File: src/rtl/core/assert_macros.svh
// ---------------------------------------------------------------------------
// Assertion macros
// Shared concurrent assertion forms for the code matcher RTL.
// ---------------------------------------------------------------------------
`ifndef ASSERT_MACROS_SVH
`define ASSERT_MACROS_SVH

// Same-cycle implication, sampled on aclk, disabled while in reset.
`define ASSERT_SAME(label, ante, cons) \
    label: assert property (@(posedge aclk) disable iff (!aresetn) (ante) |-> (cons)) \
        else $error("assertion failed in code matcher");

// Next-cycle implication, sampled on aclk, disabled while in reset.
`define ASSERT_NEXT(label, ante, cons) \
    label: assert property (@(posedge aclk) disable iff (!aresetn) (ante) |=> (cons)) \
        else $error("assertion failed in code matcher");

`endif

File: src/rtl/core/crcm_pkg.sv
// ---------------------------------------------------------------------------
// crcm_pkg
// Types, constants and codes shared by the codespace range matcher.
// ---------------------------------------------------------------------------
`timescale 1ns / 1ps

package crcm_pkg;

    localparam int NUM_RANGES     = 16;
    localparam int MAX_CODE_BYTES = 4;

    localparam int IDX_W   = (NUM_RANGES > 1) ? $clog2(NUM_RANGES) : 1;
    localparam int COUNT_W = $clog2(NUM_RANGES + 1);

    localparam int FUNC_W   = 2;
    localparam int ENTRY_W  = 4;
    localparam int WORD_W   = 32;
    localparam int LEN_W    = 3;
    localparam int BYTE_W   = 8;
    localparam int RCOUNT_W = 5;
    localparam int STATUS_W = 2;
    localparam int USED_W   = 3;

    localparam int S_TDATA_W = 80;
    localparam int M_TDATA_W = 40;

    localparam logic [WORD_W-1:0] CODE_NONE = '1;

    typedef enum logic [FUNC_W-1:0] {
        FUNC_LOAD = 2'd0,
        FUNC_BYTE = 2'd1,
        FUNC_END  = 2'd2
    } func_t;

    typedef enum logic [STATUS_W-1:0] {
        STAT_FOUND    = 2'd0,
        STAT_NO_MATCH = 2'd1,
        STAT_NO_INPUT = 2'd2
    } status_t;

    typedef enum logic [2:0] {
        ST_IDLE = 3'b001,
        ST_SCAN = 3'b010,
        ST_EMIT = 3'b100
    } state_t;

    // One codespace range as held in the table.
    typedef struct packed {
        logic [WORD_W-1:0] low;
        logic [WORD_W-1:0] high;
        logic [LEN_W-1:0]  len;
    } range_entry_t;

    // Verdict of the shared compare unit for one range.
    typedef struct packed {
        logic in_bounds;
        logic length_hit;
    } cmp_res_t;

endpackage

File: src/rtl/core/codespace_range_char_code_matcher.sv
// ---------------------------------------------------------------------------
// codespace_range_char_code_matcher
// Builds character codes from a byte stream against a codespace range table.
// ---------------------------------------------------------------------------
// A load beat (tuser = 0) writes one range into the table and produces no
// result. A data-byte beat (tuser = 1) with a non-empty table extends the
// current code by one byte and then walks the table one range per cycle
// through a single shared compare unit, over each valid range (up to 16);
// the walk stops early at the first range that completes the code. With an
// empty table it drops the byte and any partial code. An end-of-input beat
// (tuser = 2) always produces a result. The table read port is registered,
// which is what sets the pace of one range per cycle. Input tready is high
// only while the sequencer is idle, but a finished result waits in its own
// output register, so new beats are taken while the downstream side stalls
// until a further result waits in the emit state. The range count register
// may only be written while the block is idle; counts above 16 act as 16.
// ---------------------------------------------------------------------------
`timescale 1ns / 1ps
`include "assert_macros.svh"

module codespace_range_char_code_matcher (
    input  logic        aclk,
    input  logic        aresetn,

    input  logic        cfg_wr_en,
    input  logic [4:0]  cfg_wr_data,   // range_count

    input  logic        s_tvalid,
    output logic        s_tready,
    // tdata fields from bit 0 up: entry_index[3:0], range_low_bytes[35:4],
    // range_high_bytes[67:36], range_length[70:68], data_byte[78:71], zero pad.
    input  logic [79:0] s_tdata,
    // tuser fields from bit 0 up: func[1:0].
    input  logic [1:0]  s_tuser,

    output logic        m_tvalid,
    input  logic        m_tready,
    // tdata fields from bit 0 up: char_code[31:0], bytes_used[34:32], zero pad.
    output logic [39:0] m_tdata,
    // tuser fields from bit 0 up: status[1:0].
    output logic [1:0]  m_tuser
);

    // Input field unpacking.
    logic [crcm_pkg::ENTRY_W-1:0] in_entry_index;
    logic [crcm_pkg::WORD_W-1:0]  in_low;
    logic [crcm_pkg::WORD_W-1:0]  in_high;
    logic [crcm_pkg::LEN_W-1:0]   in_length;
    logic [crcm_pkg::BYTE_W-1:0]  in_byte;
    crcm_pkg::func_t              in_func;

    assign in_entry_index = s_tdata[3:0];
    assign in_low         = s_tdata[35:4];
    assign in_high        = s_tdata[67:36];
    assign in_length      = s_tdata[70:68];
    assign in_byte        = s_tdata[78:71];
    assign in_func        = crcm_pkg::func_t'(s_tuser);

    // Sequencer and code state.
    crcm_pkg::state_t                   state_reg, state_next;
    logic [crcm_pkg::IDX_W-1:0]         idx_reg, idx_next;
    logic [crcm_pkg::NUM_RANGES-1:0]    cand_reg, cand_next;
    logic [crcm_pkg::WORD_W-1:0]        acc_reg, acc_next;
    logic [crcm_pkg::USED_W-1:0]        pos_reg, pos_next;
    logic [crcm_pkg::BYTE_W-1:0]        byte_reg, byte_next;
    logic [crcm_pkg::RCOUNT_W-1:0]      range_count_reg;

    // Result waiting for the output register.
    crcm_pkg::status_t                  pend_status_reg, pend_status_next;
    logic [crcm_pkg::WORD_W-1:0]        pend_code_reg, pend_code_next;
    logic [crcm_pkg::USED_W-1:0]        pend_used_reg, pend_used_next;

    // Output register.
    logic                               out_valid_reg, out_valid_next;
    crcm_pkg::status_t                  out_status_reg, out_status_next;
    logic [crcm_pkg::WORD_W-1:0]        out_code_reg, out_code_next;
    logic [crcm_pkg::USED_W-1:0]        out_used_reg, out_used_next;

    logic                               accept;
    logic                               out_free;
    logic [crcm_pkg::COUNT_W-1:0]       count_eff;
    logic                               last_range;
    logic [crcm_pkg::USED_W-1:0]        pos_plus1;

    logic                               mem_wr_en;
    crcm_pkg::range_entry_t             mem_wr_entry;
    crcm_pkg::range_entry_t             mem_rd_entry;
    crcm_pkg::cmp_res_t                 cmp_res;

    assign s_tready = (state_reg == crcm_pkg::ST_IDLE);
    assign accept   = s_tvalid && s_tready;
    assign out_free = !out_valid_reg || m_tready;

    // Counts beyond the table size act as a full table.
    assign count_eff = (int'(range_count_reg) > crcm_pkg::NUM_RANGES)
                     ? crcm_pkg::COUNT_W'(crcm_pkg::NUM_RANGES)
                     : crcm_pkg::COUNT_W'(range_count_reg);

    assign last_range = ((crcm_pkg::COUNT_W'(idx_reg) + crcm_pkg::COUNT_W'(1)) >= count_eff);
    assign pos_plus1  = pos_reg + crcm_pkg::USED_W'(1);

    // Loads go straight to the table; slots past the table size are dropped.
    assign mem_wr_en         = accept && (in_func == crcm_pkg::FUNC_LOAD)
                               && (int'(in_entry_index) < crcm_pkg::NUM_RANGES);
    assign mem_wr_entry.low  = in_low;
    assign mem_wr_entry.high = in_high;
    assign mem_wr_entry.len  = in_length;

    // The read address follows the next scan index, so the registered read
    // data lines up with idx_reg during the scan.
    crcm_range_mem u_mem (
        .aclk     (aclk),
        .wr_en    (mem_wr_en),
        .wr_addr  (crcm_pkg::IDX_W'(in_entry_index)),
        .wr_entry (mem_wr_entry),
        .rd_addr  (idx_next),
        .rd_entry (mem_rd_entry)
    );

    crcm_range_cmp u_cmp (
        .entry     (mem_rd_entry),
        .data_byte (byte_reg),
        .pos       (pos_reg[1:0]),
        .res       (cmp_res)
    );

    always_comb begin
        state_next       = state_reg;
        idx_next         = idx_reg;
        cand_next        = cand_reg;
        acc_next         = acc_reg;
        pos_next         = pos_reg;
        byte_next        = byte_reg;
        pend_status_next = pend_status_reg;
        pend_code_next   = pend_code_reg;
        pend_used_next   = pend_used_reg;
        out_valid_next   = out_valid_reg;
        out_status_next  = out_status_reg;
        out_code_next    = out_code_reg;
        out_used_next    = out_used_reg;

        if (out_valid_reg && m_tready) begin
            out_valid_next = 1'b0;
        end

        case (state_reg)
            crcm_pkg::ST_IDLE: begin
                if (accept) begin
                    case (in_func)
                        crcm_pkg::FUNC_BYTE: begin
                            if (count_eff == '0) begin
                                // Empty table: drop the byte and any partial code.
                                pend_status_next = crcm_pkg::STAT_NO_INPUT;
                                pend_code_next   = crcm_pkg::CODE_NONE;
                                pend_used_next   = '0;
                                cand_next        = '1;
                                acc_next         = '0;
                                pos_next         = '0;
                                state_next       = crcm_pkg::ST_EMIT;
                            end else begin
                                byte_next  = in_byte;
                                acc_next   = {acc_reg[23:0], in_byte};
                                idx_next   = '0;
                                state_next = crcm_pkg::ST_SCAN;
                            end
                        end
                        crcm_pkg::FUNC_END: begin
                            if (pos_reg == '0) begin
                                pend_status_next = crcm_pkg::STAT_NO_INPUT;
                            end else begin
                                pend_status_next = crcm_pkg::STAT_NO_MATCH;
                            end
                            pend_code_next = crcm_pkg::CODE_NONE;
                            pend_used_next = pos_reg;
                            cand_next      = '1;
                            acc_next       = '0;
                            pos_next       = '0;
                            state_next     = crcm_pkg::ST_EMIT;
                        end
                        default: begin
                        end
                    endcase
                end
            end

            crcm_pkg::ST_SCAN: begin
                if (cand_reg[idx_reg] && cmp_res.in_bounds && cmp_res.length_hit) begin
                    // First surviving range of the right length ends the code.
                    pend_status_next = crcm_pkg::STAT_FOUND;
                    pend_code_next   = acc_reg;
                    pend_used_next   = pos_plus1;
                    cand_next        = '1;
                    acc_next         = '0;
                    pos_next         = '0;
                    state_next       = crcm_pkg::ST_EMIT;
                end else begin
                    if (cand_reg[idx_reg] && !cmp_res.in_bounds) begin
                        cand_next[idx_reg] = 1'b0;
                    end
                    if (last_range) begin
                        if (pos_plus1 >= crcm_pkg::USED_W'(crcm_pkg::MAX_CODE_BYTES)) begin
                            pend_status_next = crcm_pkg::STAT_NO_MATCH;
                            pend_code_next   = crcm_pkg::CODE_NONE;
                            pend_used_next   = crcm_pkg::USED_W'(crcm_pkg::MAX_CODE_BYTES);
                            cand_next        = '1;
                            acc_next         = '0;
                            pos_next         = '0;
                            state_next       = crcm_pkg::ST_EMIT;
                        end else begin
                            pos_next   = pos_plus1;
                            state_next = crcm_pkg::ST_IDLE;
                        end
                    end else begin
                        idx_next = idx_reg + crcm_pkg::IDX_W'(1);
                    end
                end
            end

            crcm_pkg::ST_EMIT: begin
                if (out_free) begin
                    out_valid_next  = 1'b1;
                    out_status_next = pend_status_reg;
                    out_code_next   = pend_code_reg;
                    out_used_next   = pend_used_reg;
                    state_next      = crcm_pkg::ST_IDLE;
                end
            end

            default: begin
                state_next = crcm_pkg::ST_IDLE;
            end
        endcase
    end

    always_ff @(posedge aclk) begin
        if (!aresetn) begin
            state_reg       <= crcm_pkg::ST_IDLE;
            idx_reg         <= '0;
            cand_reg        <= '1;
            acc_reg         <= '0;
            pos_reg         <= '0;
            range_count_reg <= '0;
            out_valid_reg   <= 1'b0;
        end else begin
            state_reg     <= state_next;
            idx_reg       <= idx_next;
            cand_reg      <= cand_next;
            acc_reg       <= acc_next;
            pos_reg       <= pos_next;
            out_valid_reg <= out_valid_next;
            if (cfg_wr_en) begin
                range_count_reg <= cfg_wr_data;
            end
        end
    end

    always_ff @(posedge aclk) begin
        byte_reg        <= byte_next;
        pend_status_reg <= pend_status_next;
        pend_code_reg   <= pend_code_next;
        pend_used_reg   <= pend_used_next;
        out_status_reg  <= out_status_next;
        out_code_reg    <= out_code_next;
        out_used_reg    <= out_used_next;
    end

    assign m_tvalid = out_valid_reg;
    assign m_tdata  = {5'd0, out_used_reg, out_code_reg};
    assign m_tuser  = out_status_reg;

    // The scan index never runs past the valid part of the table.
    `ASSERT_SAME(a_scan_in_table, state_reg == crcm_pkg::ST_SCAN,
                 crcm_pkg::COUNT_W'(idx_reg) < count_eff)

    // A byte taken with a non-empty table always starts a scan at range zero.
    `ASSERT_NEXT(a_byte_starts_scan,
                 accept && in_func == crcm_pkg::FUNC_BYTE && count_eff != '0,
                 state_reg == crcm_pkg::ST_SCAN && idx_reg == '0)

    // A pending "no input" result never claims consumed bytes.
    `ASSERT_SAME(a_no_input_zero_used,
                 state_reg == crcm_pkg::ST_EMIT && pend_status_reg == crcm_pkg::STAT_NO_INPUT,
                 pend_used_reg == '0)

endmodule

File: src/rtl/core/crcm_range_mem.sv
// ---------------------------------------------------------------------------
// crcm_range_mem
// Codespace range table: one write port, one registered read port.
// ---------------------------------------------------------------------------
`timescale 1ns / 1ps

module crcm_range_mem (
    input  logic                        aclk,
    input  logic                        wr_en,
    input  logic [crcm_pkg::IDX_W-1:0]  wr_addr,
    input  crcm_pkg::range_entry_t      wr_entry,
    input  logic [crcm_pkg::IDX_W-1:0]  rd_addr,
    output crcm_pkg::range_entry_t      rd_entry
);

    crcm_pkg::range_entry_t mem [crcm_pkg::NUM_RANGES];
    crcm_pkg::range_entry_t rd_entry_reg;

    always_ff @(posedge aclk) begin
        if (wr_en) begin
            mem[wr_addr] <= wr_entry;
        end
    end

    always_ff @(posedge aclk) begin
        rd_entry_reg <= mem[rd_addr];
    end

    assign rd_entry = rd_entry_reg;

endmodule

File: src/rtl/core/crcm_range_cmp.sv
// ---------------------------------------------------------------------------
// crcm_range_cmp
// Shared compare unit: checks one byte against one range at a byte position.
// ---------------------------------------------------------------------------
`timescale 1ns / 1ps

module crcm_range_cmp (
    input  crcm_pkg::range_entry_t       entry,
    input  logic [crcm_pkg::BYTE_W-1:0]  data_byte,
    input  logic [1:0]                   pos,
    output crcm_pkg::cmp_res_t           res
);

    logic [crcm_pkg::BYTE_W-1:0] lo_byte;
    logic [crcm_pkg::BYTE_W-1:0] hi_byte;
    logic [crcm_pkg::LEN_W-1:0]  len_want;

    // Byte position zero sits in the top byte of each bound word.
    always_comb begin
        case (pos)
            2'd0: begin
                lo_byte = entry.low[31:24];
                hi_byte = entry.high[31:24];
            end
            2'd1: begin
                lo_byte = entry.low[23:16];
                hi_byte = entry.high[23:16];
            end
            2'd2: begin
                lo_byte = entry.low[15:8];
                hi_byte = entry.high[15:8];
            end
            default: begin
                lo_byte = entry.low[7:0];
                hi_byte = entry.high[7:0];
            end
        endcase
    end

    assign len_want       = {1'b0, pos} + crcm_pkg::LEN_W'(1);
    assign res.in_bounds  = (data_byte >= lo_byte) && (data_byte <= hi_byte);
    assign res.length_hit = (entry.len == len_want);

endmodule

File: config.mk
export PLATFORM = sky130hd
export DESIGN_NAME = codespace_range_char_code_matcher
export DESIGN_NICKNAME = d
export VERILOG_FILES = /design/src/rtl/core/crcm_pkg.sv /design/src/rtl/core/codespace_range_char_code_matcher.sv /design/src/rtl/core/crcm_range_mem.sv /design/src/rtl/core/crcm_range_cmp.sv
export VERILOG_INCLUDE_DIRS = /design/src /design/src/rtl/core
export SDC_FILE = /design/constraint.sdc
export NUM_CORES = 2
export LEC_CHECK = 0
export ABC_AREA = 1
export BUFFER_PORTS_ARGS = -buffer_cell sky130_fd_sc_hd__buf_2
export CELL_PAD_IN_SITES_DETAIL_PLACEMENT = 1
export CELL_PAD_IN_SITES_GLOBAL_PLACEMENT = 2
export CORE_MARGIN = 1
export CORE_UTILIZATION = 43
export CTS_CLUSTER_SIZE = 8
export DETAILED_ROUTE_END_ITERATION = 7
export GPL_ROUTABILITY_DRIVEN = 0
export PLACE_DENSITY_LB_ADDON = 0.08
export REMOVE_ABC_BUFFERS = 1
export SKIP_LAST_GASP = 1
export SLEW_MARGIN = 30
export SYNTH_ARGS = -nofsm -noshare
export SYNTH_HDL_FRONTEND = slang
export SYNTH_SLANG_ARGS = --single-unit
File: constraint.sdc
create_clock -name aclk -period 8.56 [get_ports aclk]
set_clock_uncertainty 0.1 [all_clocks]
set_input_delay 1.712 -clock aclk [delete_from_list [all_inputs] [get_ports aclk]]
set_output_delay 1.712 -clock aclk [all_outputs]
set_load 0.1 [all_outputs]
==> summary.md <==
| Metric | Value |
|---|---|
| Outcome | `complete, no violations` |
| Worst-margin pin slew | `0.9727 ns` |
| Area contributors post-synth | `edfxtp_1 (63%), nand3_1 (12%), inv_1 (6.4%)` |
| First-iteration detailed-routing DRC count | `roughly 2700` |
| Met2 usage in global routing | `0.4327` |
| Core area | `126100 sq um` |
| Fillers | `13360` |
| Critical Path RT | `slightly above 9 ns` |
| DR vias/cell | `5.387` |
| Initial antenna violation count | `22` |
| Layout Nets | `5271` |
| # rows | `130` |
| Yosys warning total | `0` |
| Max Slew Vio Count | `0` |
| Syn Inst Count | `5075` |
| Die Wd | `359.1 um` |
| Clock root buffer | `clkbuf_16` |
| Final HPWL DP | `83580 um` |
| Reg2Reg Depth | `22` |
| Flops & latches, synth | `1285` |
| CP startpoint | `pos_reg[0]` |
| Gr usage total | `0.2598` |
| Crit-path max FO | `88` |
| Leakage | `25.26 nW` |
| Routing usage on met3 | `0.04042` |
| Unrepaired setup endpoints after global routing | `no` |
| Detailed Route WL | `167500 um` |
| Postcts setup bufs | `0` |
| Arr. time, crit path | `6.77 ns` |
| Cts repair resizes | `0` |
| Syn_area_per_cell | `10.81 sq um` |
| Register-to-Register Setup Slack | `2.42 ns` |
| Worst IR Drop VDD | `0.2171 mV` |
| Startpoint Class | `flip-flop` |
| Pwr dens | `246.4 nW/um^2` |
| Clock Tree Buf Depth | `3` |
| Sink Count | `1285` |
| First-pass GRT wire length | `approximately 250000 um` |
| Post-route antenna net violation count | `0` |
| Area Growth Syn to Fin | `14.10%` |
| Hold slack final | `~0.31 ns` |
| Reg-to-Reg End | `u_mem.rd_entry[61]` |
| Distinct cells, synth | `43` |
| Peak Freq | `162.8 MHz` |
| I/O Buffers | `129` |
| Syn Std Cell Area | `54840 sq um` |
| Max-cap viol count | `0` |
| R2R Path Start | `pos_reg[0]` |
| Initial Utilization | `0.4350` |
| Yosys top cell area share | `0.6319` |
| Endpoints failing hold | `0` |
| Grt ovf | `0` |
| CTS tree | `built` |
| Die ar. | `approximately 130000 sq um` |
| I/O pins | `136` |
| Final setup fails | `0` |
| Slew HR | `0.3515` |
| First-pass DRT Iterations | `5` |
| # DRC | `0` |
| Clock slew seen by the registers of the worst setup and hold paths | `0.05 ns` |
| Crit path to | `u_mem.rd_entry[61]` |
| Vias in the first global route | `38610` |
| Tcrit/Tclk final | `0.7177` |
| Via Count | `37440` |
| Cell taking the most area after synthesis | `edfxtp_1` |
| Share of layout cells above drive strength 1 | `0.08765` |
| Die H | `359.1 um` |
| Met1 usage | `0.3520` |
| H-Tree Level Count | `4` |
| Crit path kind | `flip-flop to flip-flop` |
| Routed WL per cell | `between 20 and 25 um` |
| Number of flip-flops in the largest register | `1072` |
| Seq/Total Area, Yosys | `0.6797` |
| Final min period | `6.144 ns` |
| CP Capture Type | `flip-flop` |
| Largest net degree at the start of global routing | `160` |
| Post-CTS Hold Fix Bufs | `0` |
| Final Util | `0.4964` |
| Worst Hold Class | `flip-flop to flip-flop` |
| GRT Max-Usage Layer | `met2` |
| Clk_lat worst skew | `roughly 0.8 ns` |
| Num CTS Buffers | `178` |
-- through the flow --
stage               power, W  area [sq um]  setup TNS [ns]  std cells  worst slack (ns)
global placement    0.008897         57160               0       6613             2.366
detailed placement  0.008933         57250               0       6616             2.291
finish               0.01542         62570               0       6950             2.416
CTS                  0.01557         62450               0       6940             2.264
floorplan           0.008285         53460        -1047.86       4769            -15.42
global route         0.01597         62560               0       6946             2.026
-- power by group --
part	leakage (nW)	internal (W)	switching, W	total (W)
Clock	2.47	0.00396	0.00265	0.00661
Combinational	11.5	0.000434	0.00129	0.00173
Sequential	11.3	0.00701	0.0000671	0.00708
Total	25.3	0.0114	0.00401	0.0154
-- worst min-delay path by stage --
| stage | startpoint | end | cells after the start |
|---|---|---|---|
| after floorplan | pend_status_reg[0] | m_tuser[0] | 0 |
| after global placement | pend_code_reg[26] | out_code_reg[26] | 0 |
| after detailed placement | pend_code_reg[11] | out_code_reg[11] | 0 |
| after CTS | pend_code_reg[11] | out_code_reg[11] | 0 |
| after global routing | pend_code_reg[11] | out_code_reg[11] | 0 |
| final | pend_code_reg[11] | out_code_reg[11] | 0 |
-- cells by family (layout without fill, tap and decap cells) --
| family | after synthesis | count (layout) | synth area share |
|---|---|---|---|
| compound gates | 118 | 118 | 0.01326 |
| xor+xnor | 5 | 5 | 0.0007985 |
| fa+ha+maj | 29 | 29 | 0.006617 |
| buf+inv | 1254 | 1469 | 0.09012 |
| flops | 1285 | 1285 | 0.6797 |
| other cells | 1 | 11 | 0.00006838 |
| simple gates | 2383 | 2383 | 0.2094 |
-- cell type report --
type / instances / area, sq um / area share
Clock buffer: 314 / 5060 / 0.08086
Timing Repair Buffer: 201 / 1614 / 0.02579
Tap cell: 1650 / 2064 / 0.03299
Antenna cell: 6 / 15.01 / 0.0002400
Multi-Input combinational cell: 2540 / 12840 / 0.2053
Clock inverter: 10 / 138.9 / 0.002220
Inverter: 944 / 3561 / 0.05691
Sequential cell: 1285 / 37280 / 0.5957
-- synth_stat cells --
cell type and instances:
nor4_1 1, o21ai_0 19, a22oi_1 1, nand4_2 1, o22ai_1 14, xnor2_1 1
conb_1 1, o211a_1 1, a21o_1 1, inv_2 11, inv_1 933, nor2_2 1
nand3b_1 201, buf_2 155, nor3_4 1, nor3_1 1, nor3_2 2, ha_1 29
dfxtp_1 131, o32ai_1 1, buf_4 9, xor2_1 4, nand2_2 1, a211oi_1 10
or2_2 24, nand3_1 1317, o21ai_4 1, buf_6 1, nand3_2 1, clkbuf_1 119
edfxtp_1 1154, nor3b_1 1, a31oi_1 2, o31ai_1 3, o21ai_2 1, a21oi_1 49
o21a_1 1, a22o_1 14, nor2_1 55, nand4_1 4, nand3_4 1, nand2_1 771
buf_1 26
-- critical path: stages, from the launching register on --
cell	delay [ns]
dfxtp_1	0.46
ha_2	0.85
a22o_1	0.42
o22ai_1	0.22
ha_1	0.37
nand2_1	0.07
nand3_1	0.09
nand2_1	0.06
nand2_1	0.08
nand2_1	0.07
nand2_1	0.04
nand2_1	0.12
inv_1	0.10
nand3_4	0.27
nand3_2	0.22
nand2_1	0.21
nand2_8	0.43
inv_8	0.77
buf_4	0.44
nand3_1	0.12
nand3_1	0.10
nand3_1	0.15
nand2_1	0.12
-- metal layers --
metal,wire length [um],up-vias
li1,-,17230
met1,75790,19120
met2,79910,807
met3,7859,265
met4,3861,16
met5,96,-
-- cell usage in the layout (no fill, tap or decap), drive strengths merged --
cell and instances:
nand3 1319, a22o 14, o31ai 3, o22ai 14
clkbuf 314, a22oi 1, a21oi 49, o211a 1
edfxtp 1154, o21a 1, nand2 772, inv 949
buf 201, a211oi 10, nor4 1, nor3 4
nand4 5, o32ai 1, dfxtp 131, diode 6
a31oi 2, conb 5, or2 24, o21ai 21
clkinv 5, nor3b 1, ha 29, nor2 56
xor2 4, xnor2 1, a21o 1, nand3b 201
No activity file was read; power rests on OpenSTA's default activity.
